$ cat config.mk
export PLATFORM = sky130hd
export DESIGN_NAME = tcspa_ctrl
export DESIGN_NICKNAME = d
export VERILOG_FILES = /design/src/design/tcspa_pkg.sv /design/src/design/tcspa_ctrl.sv
export SDC_FILE = /design/constraint.sdc
export NUM_CORES = 1
export LEC_CHECK = 0
export BUFFER_PORTS_ARGS = -buffer_cell sky130_fd_sc_hd__buf_2
export CORE_AREA = 2 2 39 41
export CTS_CLUSTER_DIAMETER = 60
export DETAILED_ROUTE_END_ITERATION = 6
export DIE_AREA = 0 0 41 43
export PLACE_DENSITY_LB_ADDON = 0.25
export SLEW_MARGIN = 10
export SYNTH_ARGS = -nofsm -noshare
export SYNTH_HDL_FRONTEND = slang
export SYNTH_SLANG_ARGS = --single-unit
export TNS_END_PERCENT = 5
$ cat constraint.sdc
create_clock -name clk -period 1.4 [get_ports clk]
set_clock_uncertainty 0.15 [all_clocks]
set_input_delay 0.28 -clock clk [delete_from_list [all_inputs] [get_ports clk]]
set_output_delay 0.28 -clock clk [all_outputs]
set_load 0.02 [all_outputs]
$ cat src/design/tcspa_pkg.sv
package tcspa_pkg;

	localparam logic [1:0] ST_OK      = 2'd0;
	localparam logic [1:0] ST_FAIL    = 2'd1;
	localparam logic [1:0] ST_INVALID = 2'd2;

	localparam int MAX_SERVERS = 256;
	localparam int ID_W        = $clog2(MAX_SERVERS);
	localparam int COUNT_W     = $clog2(MAX_SERVERS + 1);

	typedef struct packed {
		logic       accept;
		logic       rd_head;
		logic       unlink;
		logic       free_w1;
		logic       free_w2;
		logic       res_set;
		logic [1:0] res_status;
		logic       load;
	} dp_cmd_t;

	typedef struct packed {
		logic invalid;
		logic mode_free;
		logic busy;
		logic heads_nil;
		logic clearing;
	} dp_stat_t;

endpackage

$ cat src/design/tcspa_ctrl.sv
module tcspa_ctrl (
	input  logic                clk,
	input  logic                arst_n,
	input  logic                req_valid,
	output logic                req_ready,
	output logic                rsp_valid,
	input  logic                rsp_ready,
	input  tcspa_pkg::dp_stat_t stat,
	output tcspa_pkg::dp_cmd_t  cmd
);
	import tcspa_pkg::*;

	localparam logic [2:0] S_IDLE  = 3'd0;
	localparam logic [2:0] S_CHK   = 3'd1;
	localparam logic [2:0] S_HEAD  = 3'd2;
	localparam logic [2:0] S_FREE2 = 3'd3;
	localparam logic [2:0] S_RESP  = 3'd4;

	logic [2:0] state_q, state_d;
	logic       out_valid_q;
	logic       acc;

	assign req_ready = (state_q == S_IDLE) && !stat.clearing;
	assign acc       = req_valid && req_ready;
	assign rsp_valid = out_valid_q;

	always_comb begin
		state_d = state_q;
		cmd     = '0;
		cmd.accept = acc;
		case (state_q)
			S_IDLE: begin
				if (acc) state_d = S_CHK;
			end
			S_CHK: begin
				state_d = S_RESP;
				cmd.res_set = 1'b1;
				if (stat.invalid) begin
					cmd.res_status = ST_INVALID;
				end else if (stat.mode_free) begin
					if (stat.busy) begin
						cmd.free_w1 = 1'b1;
						cmd.res_status = ST_OK;
						state_d = S_FREE2;
					end else begin
						cmd.res_status = ST_FAIL;
					end
				end else if (!stat.busy) begin
					cmd.unlink = 1'b1;
					cmd.res_status = ST_OK;
				end else if (stat.heads_nil) begin
					cmd.res_status = ST_FAIL;
				end else begin
					cmd.rd_head = 1'b1;
					cmd.res_status = ST_OK;
					state_d = S_HEAD;
				end
			end
			S_HEAD: begin
				cmd.unlink = 1'b1;
				state_d = S_RESP;
			end
			S_FREE2: begin
				cmd.free_w2 = 1'b1;
				state_d = S_RESP;
			end
			S_RESP: begin
				if (!out_valid_q || rsp_ready) begin
					cmd.load = 1'b1;
					state_d = S_IDLE;
				end
			end
			default: state_d = S_IDLE;
		endcase
	end

	always_ff @(posedge clk or negedge arst_n) begin
		if (!arst_n) begin
			state_q     <= S_IDLE;
			out_valid_q <= 1'b0;
		end else begin
			state_q <= state_d;
			if (cmd.load) out_valid_q <= 1'b1;
			else if (rsp_ready) out_valid_q <= 1'b0;
		end
	end

	a_acc_leaves_idle: assert property (@(posedge clk) disable iff (!arst_n)
		acc |=> state_q == S_CHK) else $error("accepted word did not start");
	a_head_only_busy: assert property (@(posedge clk) disable iff (!arst_n)
		cmd.rd_head |-> stat.busy && !stat.heads_nil) else $error("bad head read");
	a_load_keeps: assert property (@(posedge clk) disable iff (!arst_n)
		out_valid_q && !rsp_ready |-> !cmd.load) else $error("result overwritten");

endmodule

# == After elaboration in Yosys (flattened, before gate mapping) ==
# Cells that the tools add are included.
# word_totals
input_bits,9
elab_cells,46
output_inout_bits,11
register_bits,4
# classes
n_eq_ne,6
reduce_logical,9
n_mux,29
# op_table
operator,count
2-to-1 mux 3 bit,9
2-to-1 mux 1 bit,14
one-hot mux 3 bit (4 select lines),1
2-to-1 mux 2 bit,4
equality test 3 x 2 -> 1 bit (second input constant),2
inequality test 2 bit (second input constant),2
equality test 3 x 1 -> 1 bit (second input constant),1
equality test 3 bit (second input constant),1
logical NOT 3 bit,1
logical AND 1 bit,2
logical NOT 1 bit,2
one-hot mux 1 bit (2 select lines),1
AND reduction 2 bit,1
nonzero test 2 bit,1
OR reduction 2 bit,1
logical OR 1 bit,1

# == Depth between registers and ports, before layout ==
# logic_depth
word_depth,5
depth_mapped,4
ltp_nobuf,3

# == Worst setup path after synthesis ==
# Ideal clock, no wire load.
# synth_path
path_kind,register to output
startpoint,register state_q[2]
endpoint,output port cmd[1] (netlist bit)
required_ns,0.970
t_arrival_ns,1.252
path_stages_with_launch,4
path_slack_ns,-0.282
n_path_buf,1
cell_sequence,dfrtp_1 -> buf_4 -> nor3b_4 -> nor3b_2
# synth_lines
item,line_no,source
"start, declared",tcspa_ctrl.sv:19,"logic [2:0] state_q, state_d;"
"start signal, assigned",tcspa_ctrl.sv:82,state_q <= state_d;
"end, declared",tcspa_ctrl.sv:9,output tcspa_pkg::dp_cmd_t cmd

==> summary.md <==
| Metric | Value |
|---|---|
| Vias in the first global route | 367 |
| Synthesis-to-layout area growth | 81.7% |
| Switch share | 0.331 |
| Final core utilization | 0.457 |
| Top cells by area, synth | dfrtp_1 (29%), buf_6 (6.5%), nor4_4 (6.1%), mux2i_1 (5.8%), nor2_1 (5.4%) |
| Routed len/inst | slightly below 10 µm |
| Final-report hold violation count | 0 |
| Largest net degree at the start of global routing | 9 |
| Initial Util | 0.251 |
| Setup slack, reg-to-reg | about 150 ps |
| Die ar. | 1760 µm² |
| Worst slew margin | 0.830 |
| Min-delay src | rsp_ready |
| Worst path slowest cell | dfrtp_1 |
| H-tree depth | 1 |
| Post-synth top flop | dfrtp_1 |
| Crit path buffers/inverters | 1 |
| CP top delay family | simple AND/OR/NAND/NOR gates |
| GPL Wtd Cong | roughly 0.63 |
| Layout cells sized above 1 | 0.652 |
| Final period util | 1.25 |
| Hold Path Stages | 3 |
| Peak supply drop | 296 µV |
| Clock root buffer | clkbuf_4 |
| Non-Filler Instances | between 80 and 90 |
| Crit-path max cell delay | 410 ps |
| Final setup fails | 10 |
| Ys Warns | 0 |
| Synthesized net count | 45 |
| Power, Total | 495 µW |
| Worst-path clk slew | 40 ps |
| Initial antenna violation count | 0 |
| Fill cells | 145 |
| Critical R2R Capture | state_q[1]$_DFFE_PN0P_ |
| Ports | 20 |
| Placed cell count | 80 |
| Sw Pwr | 164 µW |
| Synth Cell Area | 348 µm² |
| Power Internal | 331 µW |
| Gate power share | 0.426 |
| IO buf count | 19 |
| Yosys top cell by area | dfrtp_1 |
| Clk_lat worst skew | 230 ps |
| Max cap viols | 0 |
| Via count | around 370 |
| Final worst path period need | ~1800 ps |
| CP startpoint kind | flip-flop |
| Most common cell in the netlist | nor2_1 |
| Critical path class | flip-flop to output port |
| Sequential Power Share | 0.290 |
| Fmax | 0.570 GHz |
| First-pass GRT wire length | 1420 µm |
| Clock Power Share | 0.283 |
| Worst EP required | 970 ps |
| Fin. max-slew vios | 0 |
| Least-Margin Pin Slew | approximately 250 ps |
| Power Density | 784 nW/µm² |
| Gr usage total | 0.126 |
| DR pass1 iterations | 2 |
| R2R Path Start | state_q[1]$_DFFE_PN0P_ |
| Worst Path Max Fanout | 5 |
| Worst Hold Class | input pin to flip-flop |
| Gr ovfl total | 0 |
| Crit path cell chain | nor3b_4, nor3b_4, buf_6 |
| EDFF count, synth | 0 |
| Failing checks | negative setup slack |
| # diodes | 0 |
| DRT Wirelength | about 850 µm |
| Crit path DAT | between 1000 and 1500 ps |
| Area share of the largest cell type after synthesis | 0.288 |
| Distinct cells, synth | 23 |
| CTS Buffer Depth | 2 |
| Worst setup EP type | output port |
| Rows | 14 |
| Most used cell, CP | nor3b_4 |
| Setup ws final | -354 ps |
| Synth Area per Inst | 9.66 µm² |
| Top cells by count, synth | nor2_1 (5), dfrtp_1 (4), nand2_1 (3) |
| Vias per cell | roughly 4.3 |
| Number of routed nets with antenna violations | 0 |
| Net count reported at finish | 80 |
| Worst Hold End | rsp_valid$_DFFE_PN0P_ |
| Reg2reg path depth | 4 |
| RSZ-0062 raised after global routing | yes |
| DR iter-0 viols | 6 |
| Post-synthesis sequential area ratio | 0.288 |
| Sink Count | 4 |
| Hold_ws | around 190 ps |
| Yosys reg bits | 4 |
| CTS buffer count | 3 |
| Leakage power | approximately 0.32 nW |
| Core area | between 1000 and 1500 µm² |
| Asr flop ratio synth | 1.00 |
| Drc violations | 0 |
| CTS tree | built |
| Overall die width | 41 µm |
| Die Span Y | approximately 43 µm |
| Mapped Cells | 36 |
| Dpl hpwl | 626 µm |
| Status | finished with violations |
[metal layers]
metal | routed length [µm] | share of wire | GRT usage
met3 | 47 | 0.056 | 0.0314
met1 | 346 | 0.41 | 0.131
met2 | 441 | 0.52 | 0.209
met4 | 10 | 0.012 | 0.0800
met5 | 0 | 0 | 0
[power groups by stage]
stage                     clock network (mW)  registers, mW  logic [mW]
after CTS                              0.147          0.144       0.213
after detailed placement                   0          0.144       0.189
after global routing                   0.155          0.147       0.231
after floorplan                            0          0.146       0.114
final                                  0.140          0.144       0.211
after global placement                     0          0.144       0.189
[logic make-up (layout without fill, tap and decap cells)]
| family | Yosys count | after routing | share of synthesized area |
|---|---|---|---|
| buffers and inverters | 4 | 37 | 0.108 |
| DFF | 4 | 4 | 0.288 |
| AOI/OAI and AO/OA | 2 | 2 | 0.0468 |
| muxes | 2 | 2 | 0.0576 |
| and+or+nand+nor | 24 | 24 | 0.500 |
[final cells by class]
type | count | area [µm²] | area share
timing repair buffer | 34 | 253 | 0.400
multi-input combinational | 28 | 236 | 0.374
sequential | 4 | 100 | 0.158
clock buffer | 3 | 22.5 | 0.0356
tap | 16 | 20.0 | 0.0317
[repair_timing]
item / in CTS / in global routing
resized for setup: 17 / 0
buffers inserted: 1 / 0
hold buffers: 1 / 0
pin swaps: 5 / 1
endpoints found under the setup margin: 10 / 10
hold endpoints to repair: 4 / 0
[worst reg2reg max path, cell delays in order (launching register included)]
cell and delay (ps):
dfrtp_1 410, nor3b_4 290, nand2_2 120, buf_4 140
nor2_1 70
[through the flow]
step	instance area (µm²)	worst slack [ps]	setup TNS, ps
4_1_cts	632	-350	-2720
2_1_floorplan	360	-233	-1090
5_1_grt	632	-443	-3480
3_5_place_dp	536	-135	-732
3_3_place_gp	536	-143	-707
6_report	632	-354	-2670
[how the worst max path moves through the flow]
| stage | end | from | slack (ps) | cells past startpoint |
|---|---|---|---|---|
| final | cmd[1] | state_q[1]$_DFFE_PN0P_ | -350 | 3 |
| after floorplan | cmd[1] | state_q[2]$_DFFE_PN0P_ | -230 | 3 |
| after global placement | cmd[0] | state_q[1]$_DFFE_PN0P_ | -140 | 4 |
| after global routing | cmd[1] | state_q[2]$_DFFE_PN0P_ | -440 | 3 |
| after detailed placement | cmd[0] | state_q[1]$_DFFE_PN0P_ | -130 | 4 |
| after CTS | cmd[7] | state_q[2]$_DFFE_PN0P_ | -350 | 4 |
[flip-flops by register name, indices dropped and copies added, names as in the netlist]
name	flops
rsp_valid	1
state_q	3
[cell usage in the layout, fill, tap and decap left out]
| cell type | Yosys | layout |
|---|---|---|
| a32oi_1 | 1 | 1 |
| and2_1 | 1 | 1 |
| and2_2 | 1 | 1 |
| and3_1 | 2 | 2 |
| buf_2 | 0 | 11 |
| buf_4 | 2 | 16 |
| buf_6 | 2 | 6 |
| clkbuf_4 | 0 | 3 |
| dfrtp_1 | 4 | 4 |
| dlygate4sd3_1 | 0 | 1 |
| mux2i_1 | 2 | 2 |
| nand2_1 | 3 | 3 |
| nand2_2 | 1 | 1 |
| nand2b_1 | 1 | 1 |
| nand4b_1 | 1 | 1 |
| nor2_1 | 5 | 4 |
| nor2_4 | 0 | 1 |
| nor2b_1 | 1 | 1 |
| nor2b_2 | 1 | 1 |
| nor3_1 | 1 | 1 |
| nor3_4 | 0 | 1 |
| nor3b_1 | 1 | 1 |
| nor3b_4 | 1 | 2 |
| nor4_2 | 0 | 1 |
| nor4_4 | 1 | 1 |
| o31ai_1 | 1 | 1 |
No activity file was read; power rests on OpenSTA's default activity.
